### config.mk
export PLATFORM = sky130hd
export DESIGN_NAME = pixel_bit_symbol_encoder_core
export DESIGN_NICKNAME = d
export VERILOG_FILES = /design/src/hdl/pbse_pkg.sv /design/src/hdl/pixel_bit_symbol_encoder_core.sv
export SDC_FILE = /design/constraint.sdc
export NUM_CORES = 1
export LEC_CHECK = 0
export BUFFER_PORTS_ARGS = -buffer_cell sky130_fd_sc_hd__buf_4
export CORE_MARGIN = 10
export CORE_UTILIZATION = 55
export CTS_BUF_LIST = sky130_fd_sc_hd__clkbuf_4 sky130_fd_sc_hd__clkbuf_8 sky130_fd_sc_hd__clkbuf_16
export DETAILED_ROUTE_END_ITERATION = 10
export PLACE_DENSITY_LB_ADDON = 0.12
export SYNTH_ARGS = -nofsm -noshare
export SYNTH_HDL_FRONTEND = slang
export SYNTH_SLANG_ARGS = --single-unit
### constraint.sdc
create_clock -name i_clk -period 4.37 [get_ports i_clk]
set_input_delay 0.874 -clock i_clk [delete_from_list [all_inputs] [get_ports i_clk]]
set_output_delay 0.874 -clock i_clk [all_outputs]
set_load 0.01 [all_outputs]
### src/hdl/pbse_pkg.sv
`default_nettype none

package pbse_pkg;

    // Width of the run counters. It holds a value width of up to 32 and a slot count of up to 31.
    localparam int CNT_W = 6;

    // Width of the gap and start count fields in frame_format.
    localparam int SLOT_W = 5;

    // Width of the symbol registers and of the symbol port.
    localparam int WORD_W = 32;

    // Register map. The byte address of each register is four times its index.
    typedef enum logic [2:0] {
        REG_VALUE_WIDTH      = 3'd0,
        REG_FRAME_FORMAT     = 3'd1,
        REG_SYMBOL_ONE       = 3'd2,
        REG_SYMBOL_ZERO      = 3'd3,
        REG_SYMBOL_GAP       = 3'd4,
        REG_SYMBOL_START     = 3'd5,
        REG_SYMBOL_SEPARATOR = 3'd6,
        REG_SYMBOL_END       = 3'd7
    } t_reg_idx;

    // Codes carried on the symbol_kind port.
    typedef logic [2:0] t_kind;
    localparam t_kind KIND_ZERO  = 3'd0;
    localparam t_kind KIND_ONE   = 3'd1;
    localparam t_kind KIND_GAP   = 3'd2;
    localparam t_kind KIND_START = 3'd3;
    localparam t_kind KIND_SEP   = 3'd4;
    localparam t_kind KIND_END   = 3'd5;

    // Bit positions inside frame_format.
    localparam int FF_MSB_FIRST = 0;
    localparam int FF_SEP_ON    = 1;
    localparam int FF_END_ON    = 2;
    localparam int FF_GAP_LO    = 3;
    localparam int FF_START_LO  = 8;

endpackage

`default_nettype wire

### src/hdl/pixel_bit_symbol_encoder_core.sv
`default_nettype none

// Pixel bit to pulse symbol encoder. Each input beat is turned into a run of
// 32-bit pulse symbol words for a one-wire LED or serial transmitter, one symbol
// per output beat.
// A frame-start beat (action 0) sends the gap symbol gap-count times, then the
// start symbol start-count times. Both counts come from frame_format.
// A value beat (action 1) sends one data symbol for each of the low value_width
// bits of intensity. The bit order is MSB or LSB first, as frame_format selects.
// After the data symbols it sends one end symbol if last_value is set and end
// marking is on. Otherwise it sends a separator symbol if separators are on.
// o_last_of_run marks the final symbol of each run.
// A value_width above MAX_VALUE_BITS is treated as MAX_VALUE_BITS.
// Only the low SYMBOL_BITS bits of a symbol register reach o_symbol.
// The block holds one input beat at a time. It raises o_in_stall until the
// final symbol of the run has been loaded into the output register.
// Symbols come from one shift register and one down counter under a small
// sequencer, one symbol per cycle while the output register is free.
// A beat that makes no symbols leaves the sequencer idle, so o_in_stall stays low.
// The output register lets the next beat be accepted while the last symbol
// still waits on i_out_stall.
// Configuration is written through the APB-style port at byte address 4 * index.
// Write configuration only while the block is idle.
module pixel_bit_symbol_encoder_core #(
    parameter int MAX_VALUE_BITS = 32,
    parameter int SYMBOL_BITS    = 32
) (
    input  wire logic        i_clk,
    input  wire logic        i_rst_n,

    // Configuration port.
    input  wire logic        psel,
    input  wire logic        penable,
    input  wire logic        pwrite,
    input  wire logic [4:0]  paddr,
    input  wire logic [31:0] pwdata,
    output logic      [31:0] prdata,
    output logic             pready,

    // Input channel.
    input  wire logic        i_in_valid,
    output logic             o_in_stall,
    input  wire logic        i_action,
    input  wire logic [31:0] i_intensity,
    input  wire logic        i_last_value,

    // Output channel.
    output logic             o_out_valid,
    input  wire logic        i_out_stall,
    output logic      [31:0] o_symbol,
    output pbse_pkg::t_kind  o_symbol_kind,
    output logic             o_last_of_run
);

    import pbse_pkg::*;

    // Bits of a symbol register that reach the output port.
    localparam int SYM_KEEP = (SYMBOL_BITS < WORD_W) ? SYMBOL_BITS : WORD_W;
    localparam logic [WORD_W-1:0] SYM_MASK = {WORD_W{1'b1}} >> (WORD_W - SYM_KEEP);

    typedef enum logic [2:0] {
        ST_IDLE,
        ST_GAP,
        ST_START,
        ST_DATA,
        ST_TAIL
    } t_state;

    // ------------------------------------------------------------------
    // Configuration registers.
    // ------------------------------------------------------------------
    logic [CNT_W-1:0]  r_value_width;
    logic [12:0]       r_frame_format;
    logic [WORD_W-1:0] r_symbol_one;
    logic [WORD_W-1:0] r_symbol_zero;
    logic [WORD_W-1:0] r_symbol_gap;
    logic [WORD_W-1:0] r_symbol_start;
    logic [WORD_W-1:0] r_symbol_separator;
    logic [WORD_W-1:0] r_symbol_end;

    logic     w_cfg_write;
    t_reg_idx w_reg_idx;

    assign pready      = 1'b1;
    assign w_reg_idx   = t_reg_idx'(paddr[4:2]);
    assign w_cfg_write = psel && penable && pwrite && pready;

    always_ff @(posedge i_clk) begin
        if (!i_rst_n) begin
            r_value_width      <= CNT_W'(8);
            r_frame_format     <= 13'd1;
            r_symbol_one       <= '0;
            r_symbol_zero      <= '0;
            r_symbol_gap       <= '0;
            r_symbol_start     <= '0;
            r_symbol_separator <= '0;
            r_symbol_end       <= '0;
        end else if (w_cfg_write) begin
            case (w_reg_idx)
                REG_VALUE_WIDTH:      r_value_width      <= pwdata[CNT_W-1:0];
                REG_FRAME_FORMAT:     r_frame_format     <= pwdata[12:0];
                REG_SYMBOL_ONE:       r_symbol_one       <= pwdata;
                REG_SYMBOL_ZERO:      r_symbol_zero      <= pwdata;
                REG_SYMBOL_GAP:       r_symbol_gap       <= pwdata;
                REG_SYMBOL_START:     r_symbol_start     <= pwdata;
                REG_SYMBOL_SEPARATOR: r_symbol_separator <= pwdata;
                REG_SYMBOL_END:       r_symbol_end       <= pwdata;
                default: begin
                end
            endcase
        end
    end

    always_comb begin
        case (w_reg_idx)
            REG_VALUE_WIDTH:      prdata = {{(32-CNT_W){1'b0}}, r_value_width};
            REG_FRAME_FORMAT:     prdata = {19'd0, r_frame_format};
            REG_SYMBOL_ONE:       prdata = r_symbol_one;
            REG_SYMBOL_ZERO:      prdata = r_symbol_zero;
            REG_SYMBOL_GAP:       prdata = r_symbol_gap;
            REG_SYMBOL_START:     prdata = r_symbol_start;
            REG_SYMBOL_SEPARATOR: prdata = r_symbol_separator;
            REG_SYMBOL_END:       prdata = r_symbol_end;
            default:              prdata = '0;
        endcase
    end

    // ------------------------------------------------------------------
    // Decode of the frame format and the effective value width.
    // ------------------------------------------------------------------
    logic              w_msb_first;
    logic              w_sep_on;
    logic              w_end_on;
    logic [SLOT_W-1:0] w_gaps;
    logic [SLOT_W-1:0] w_starts;
    logic [CNT_W-1:0]  w_width;
    logic [CNT_W-1:0]  w_align;

    assign w_msb_first = r_frame_format[FF_MSB_FIRST];
    assign w_sep_on    = r_frame_format[FF_SEP_ON];
    assign w_end_on    = r_frame_format[FF_END_ON];
    assign w_gaps      = r_frame_format[FF_GAP_LO +: SLOT_W];
    assign w_starts    = r_frame_format[FF_START_LO +: SLOT_W];

    // The width saturates at the size of the shift register.
    assign w_width = (r_value_width > CNT_W'(MAX_VALUE_BITS)) ?
                     CNT_W'(MAX_VALUE_BITS) : r_value_width;

    // For MSB-first order, the value is left-aligned so that its top bit sits at the shift
    // register's MSB.
    assign w_align = CNT_W'(MAX_VALUE_BITS) - w_width;

    // ------------------------------------------------------------------
    // Sequencer: one shift register, one down counter, one symbol per cycle while the output is free.
    // ------------------------------------------------------------------
    t_state                    r_state, n_state;
    logic [CNT_W-1:0]          r_cnt, n_cnt;
    logic [SLOT_W-1:0]         r_starts, n_starts;
    logic [MAX_VALUE_BITS-1:0] r_shift, n_shift;
    logic                      r_msb, n_msb;
    logic                      r_tail, n_tail;
    logic                      r_tail_end, n_tail_end;
    logic                      r_out_valid, n_out_valid;
    logic [WORD_W-1:0]         r_symbol, n_symbol;
    t_kind                     r_kind, n_kind;
    logic                      r_last, n_last;

    logic w_in_accept;
    logic w_out_free;
    logic w_load;
    logic w_bit;
    logic w_sym_last;

    assign o_in_stall  = (r_state != ST_IDLE);
    assign w_in_accept = i_in_valid && !o_in_stall;
    assign w_out_free  = !r_out_valid || !i_out_stall;
    assign w_load      = (r_state != ST_IDLE) && w_out_free;
    assign w_bit       = r_msb ? r_shift[MAX_VALUE_BITS-1] : r_shift[0];

    always_comb begin
        n_state     = r_state;
        n_cnt       = r_cnt;
        n_starts    = r_starts;
        n_shift     = r_shift;
        n_msb       = r_msb;
        n_tail      = r_tail;
        n_tail_end  = r_tail_end;
        n_out_valid = r_out_valid && i_out_stall;
        n_symbol    = r_symbol;
        n_kind      = r_kind;
        n_last      = r_last;
        w_sym_last  = 1'b0;

        case (r_state)
            ST_IDLE: begin
                if (w_in_accept) begin
                    if (!i_action) begin
                        // Frame start: gap slots first, then start slots.
                        n_starts = w_starts;
                        if (w_gaps != '0) begin
                            n_state = ST_GAP;
                            n_cnt   = CNT_W'(w_gaps);
                        end else if (w_starts != '0) begin
                            n_state = ST_START;
                            n_cnt   = CNT_W'(w_starts);
                        end
                    end else begin
                        n_msb      = w_msb_first;
                        n_tail_end = w_end_on && i_last_value;
                        n_tail     = (w_end_on && i_last_value) || w_sep_on;
                        n_cnt      = w_width;
                        n_shift    = w_msb_first ?
                                     (i_intensity[MAX_VALUE_BITS-1:0] << w_align) :
                                     i_intensity[MAX_VALUE_BITS-1:0];
                        if (w_width != '0) begin
                            n_state = ST_DATA;
                        end else if ((w_end_on && i_last_value) || w_sep_on) begin
                            n_state = ST_TAIL;
                        end
                    end
                end
            end

            ST_GAP: begin
                w_sym_last = (r_cnt == CNT_W'(1)) && (r_starts == '0);
                if (w_load) begin
                    n_symbol = r_symbol_gap;
                    n_kind   = KIND_GAP;
                    if (r_cnt == CNT_W'(1)) begin
                        if (r_starts != '0) begin
                            n_state = ST_START;
                            n_cnt   = CNT_W'(r_starts);
                        end else begin
                            n_state = ST_IDLE;
                        end
                    end else begin
                        n_cnt = r_cnt - CNT_W'(1);
                    end
                end
            end

            ST_START: begin
                w_sym_last = (r_cnt == CNT_W'(1));
                if (w_load) begin
                    n_symbol = r_symbol_start;
                    n_kind   = KIND_START;
                    n_cnt    = r_cnt - CNT_W'(1);
                    if (r_cnt == CNT_W'(1)) begin
                        n_state = ST_IDLE;
                    end
                end
            end

            ST_DATA: begin
                w_sym_last = (r_cnt == CNT_W'(1)) && !r_tail;
                if (w_load) begin
                    n_symbol = w_bit ? r_symbol_one : r_symbol_zero;
                    n_kind   = w_bit ? KIND_ONE : KIND_ZERO;
                    n_cnt    = r_cnt - CNT_W'(1);
                    n_shift  = r_msb ? (r_shift << 1) : (r_shift >> 1);
                    if (r_cnt == CNT_W'(1)) begin
                        n_state = r_tail ? ST_TAIL : ST_IDLE;
                    end
                end
            end

            ST_TAIL: begin
                w_sym_last = 1'b1;
                if (w_load) begin
                    n_symbol = r_tail_end ? r_symbol_end : r_symbol_separator;
                    n_kind   = r_tail_end ? KIND_END : KIND_SEP;
                    n_state  = ST_IDLE;
                end
            end

            default: begin
                n_state = ST_IDLE;
            end
        endcase

        if (w_load) begin
            n_out_valid = 1'b1;
            n_last      = w_sym_last;
            n_symbol    = n_symbol & SYM_MASK;
        end
    end

    always_ff @(posedge i_clk) begin
        if (!i_rst_n) begin
            r_state     <= ST_IDLE;
            r_cnt       <= '0;
            r_out_valid <= 1'b0;
        end else begin
            r_state     <= n_state;
            r_cnt       <= n_cnt;
            r_out_valid <= n_out_valid;
        end
        r_starts   <= n_starts;
        r_shift    <= n_shift;
        r_msb      <= n_msb;
        r_tail     <= n_tail;
        r_tail_end <= n_tail_end;
        r_symbol   <= n_symbol;
        r_kind     <= n_kind;
        r_last     <= n_last;
    end

    assign o_out_valid   = r_out_valid;
    assign o_symbol      = r_symbol;
    assign o_symbol_kind = r_kind;
    assign o_last_of_run = r_last;

    // ------------------------------------------------------------------
    // Assertions.
    // ------------------------------------------------------------------

    // A busy sequencer always has symbols left to send.
    a_cnt_nonzero_when_busy: assert property (@(posedge i_clk) disable iff (!i_rst_n)
        (r_state != ST_IDLE) |-> (r_cnt != '0) || (r_state == ST_TAIL))
        else $error("sequencer busy with an empty counter");

    // A symbol loaded as the final one of its run returns the sequencer to idle.
    a_last_ends_run: assert property (@(posedge i_clk) disable iff (!i_rst_n)
        (w_load && w_sym_last) |=> (r_state == ST_IDLE))
        else $error("run continued after its final symbol");

    // The sequencer goes idle only by loading the final symbol of its run.
    a_idle_only_after_last: assert property (@(posedge i_clk) disable iff (!i_rst_n)
        ((r_state != ST_IDLE) && (n_state == ST_IDLE)) |-> (w_load && w_sym_last))
        else $error("run ended without a final symbol");

    // A beat loaded into the output register is either taken or kept on the next cycle.
    a_out_not_lost: assert property (@(posedge i_clk) disable iff (!i_rst_n)
        (o_out_valid && i_out_stall) |=> o_out_valid)
        else $error("output beat dropped while stalled");

endmodule

`default_nettype wire
==> results.sh <==
export IMPL_cp_arrival_ns=2.93
export IMPL_die_y_um=193
export IMPL_final_max_slew_viol_count=0
export IMPL_status="completed"
export IMPL_areaGrowthSynthToFinish_pct=15.3
export IMPL_postCtsResizedCells=0
export IMPL_post_place_ws_ns=0.650
export IMPL_finalWorstSetupSlack_ns=0.563
export IMPL_critPathLaunchType="input pin"
export IMPL_first_iter_violations=1809
export IMPL_synth_edf_count=76
export IMPL_dr_total_vias=15100
export IMPL_antenna_found_initial=2
export IMPL_ios=149
export IMPL_dp_hpwl_um=35100
export IMPL_synth_top_area_cell="dfxtp_1"
export IMPL_design_area_sq_um=19000
export IMPL_start_util_pct=55.7
export IMPL_reg2reg_to="r_shift[15]"
export IMPL_synth_top_cell_area_share_pct=26.9
export IMPL_synth_area_per_cell_sq_um=8.78
export IMPL_viasPerCell=6.41
export IMPL_port_buffers=145
export IMPL_nets=2028
export IMPL_ys_types=62
export IMPL_synthArstFlopShare_pct=0
export IMPL_final_seq_area_sq_um=6710
export IMPL_n_fill_cell=2488
export IMPL_yosys_top_cells_count="456 x nand2_1, 221 x dfxtp_1, 192 x a21boi_0, 126 x clkbuf_1"
export IMPL_ctsHtreeMaxLevel=2
export IMPL_core_sq_um=29600
export IMPL_syn_num_nets=1955
export IMPL_gr_usage_all_layers_pct=28.3
export IMPL_multi_input_area_sq_um=9090
export IMPL_clock_path_buffers=3
export IMPL_reg2reg_depth=8
export IMPL_fin_crit_sh_pct=87.1
export IMPL_power_density_nw_per_um2=382
export IMPL_layout_min_cycle_time_ns=3.81
export IMPL_clock_sink_count=297
export IMPL_hold_violations=0
export IMPL_crit_type="input pin to output pin"
export IMPL_synth_ff_type="dfxtp_1"
export IMPL_clock_skew_ns=0.0168
export IMPL_fin_cells=2362
export IMPL_die_area_sq_um=37200
export IMPL_yosys_register_bits=297
export IMPL_grt_first_pass_wirelength_um=83700
export IMPL_post_cts_buffers=0
export IMPL_p_total_mw=7.24
export IMPL_max_freq_mhz=263
export IMPL_setup_viol=0
export IMPL_rsz0062_at_grt="false"
export IMPL_rows=63
export IMPL_tightest_slew_ns=1.16
export IMPL_insertion_delay_ns=0.52
export IMPL_r2r_slack_ns=0.90
export IMPL_holdPathStages=2
export IMPL_crit_fanout=19
export IMPL_fin_tns_setup_ns=0
export IMPL_die_x_um=193
export IMPL_r2r_start="r_value_width[0]"
export IMPL_synth_most_common_cell="nand2_1"
export IMPL_final_antenna_net_count=0
export IMPL_routed_wl_um=54900
export IMPL_place_inst=2301
export IMPL_peakVddDrop_mv=0.299
export IMPL_drc=0
export IMPL_placed_area_sq_um=17900
export IMPL_final_util_pct=64.2
export IMPL_fin_hold_ws_ns=0.466
export IMPL_layout_drive_gt1_share_pct=19.5
export IMPL_leakagePower_nw=6.86
export IMPL_wl_per_cell_um=23.2
export IMPL_grt_max_degree=134
export IMPL_hold_path_class="register to register"
export IMPL_first_pass_iters=7
export IMPL_max_cap_violations=0
export IMPL_endpoint_kind="output pin"
export IMPL_grt_pass1_vias=14600
export IMPL_cts_tree="built"
export IMPL_max_slew_margin_pct=22.7
export IMPL_cts_hold_buffers_added=0
export IMPL_synthCells=1874
export IMPL_yosys_warnings=0
export IMPL_synth_area_leaders="dfxtp_1 27%, edfxtp_1 14%, nand2_1 10%"
export IMPL_grt_overflow=0
export IMPL_worst_ep_required_time_ns=3.50
export IMPL_cts_clk_slew_worst_paths_ns=0.06
export IMPL_root_buffer="clkbuf_16"
export IMPL_yosysSeqAreaShare_pct=40.7
export IMPL_synth_cell_area_sq_um=16500
export IMPL_routabilityCongestion=0.933
export IMPL_cts_made_buffers=34
export IMPL_holdPathEnd="r_symbol_end[4]"
export IMPL_hold_start="r_symbol_end[4]"
==> cells in the final DEF, fill, tap and decap left out, types with 10 or more instances in the layout <==
cell | synthesis | layout
and3_1 | 11 | 11
nand3_1 | 41 | 41
clkbuf_16 | 0 | 35
mux4_2 | 23 | 23
a222oi_1 | 32 | 32
o21ai_0 | 31 | 31
nand2_1 | 456 | 455
a22oi_1 | 67 | 67
mux2_2 | 81 | 81
nor3_1 | 21 | 17
dfxtp_1 | 221 | 221
edfxtp_1 | 76 | 76
mux2i_1 | 97 | 96
nor2_1 | 97 | 94
a221o_1 | 12 | 12
a31oi_1 | 10 | 10
a211oi_1 | 12 | 12
a21oi_1 | 97 | 95
a21boi_0 | 192 | 191
inv_1 | 18 | 18
buf_4 | 10 | 195
==> layout make-up <==
class	instances	area share [%]
multi-input combinational	1397	47.9
sequential	297	35.3
timing repair buffer	197	7.92
clock buffer	46	5.25
tap	390	2.57
clock inverter	14	0.613
inverter	20	0.395
antenna	1	0.0132
==> worst max-delay path by stage <==
stage                     start     endpoint  slack (ns)  cells after the start
finish                 paddr[3]    prdata[0]        0.56                      9
global route           paddr[3]    prdata[0]        0.48                      9
CTS                    paddr[3]    prdata[0]        0.63                      9
detailed placement     paddr[3]    prdata[0]        0.65                      9
global placement       paddr[3]    prdata[0]        0.67                      9
floorplan           i_out_stall  o_symbol[0]        0.29                      2
==> power by group <==
part	switching, mW	internal, mW
Clock	1.15	1.71
Sequential	0.0932	3.05
Combinational	0.782	0.454
Total	2.02	5.22
==> kinds of logic (layout without fill, tap and decap cells) <==
| family | count (synthesis) | count (layout) | synth area share, % |
|---|---|---|---|
| other | 1 | 2 | 0.0228 |
| buffers and inverters | 180 | 277 | 4.54 |
| DFF | 297 | 297 | 40.7 |
| and+or+nand+nor | 674 | 674 | 17.0 |
| adders and majority gates | 3 | 3 | 0.228 |
| AOI/OAI and AO/OA | 516 | 516 | 22.6 |
| muxes | 201 | 201 | 14.6 |
| xor gates and xnor gates | 2 | 2 | 0.335 |
==> worst max-delay path, stage by stage <==
cell and delay (ns):
buf_4 0.25, clkinv_1 0.34, buf_4 0.29, nor3_2 0.16, buf_4 0.28, a22oi_1 0.12, o21ai_0 0.18, o32a_1 0.28
buf_4 0.15
==> registers in the layout, summed over array words and instances (netlist names), 13 cells and up <==
| signal | cells |
|---|---|
| r_symbol_one | 32 |
| r_symbol_gap | 32 |
| r_symbol_start | 32 |
| r_symbol_separator | 32 |
| r_symbol_end | 32 |
| r_symbol_zero | 32 |
| o_symbol | 32 |
| r_frame_format | 13 |
| r_shift | 32 |
==> per-layer routing <==
metal / part of all wire, % / routed length [um] / track usage [%]
met1: 40 / 22200 / 37.3
met3: 9.8 / 5380 / 4.95
met2: 47 / 25900 / 46.8
met5: 0 / 0 / 0
met4: 2.5 / 1380 / 8.40
(Power assumes the default switching activity.)
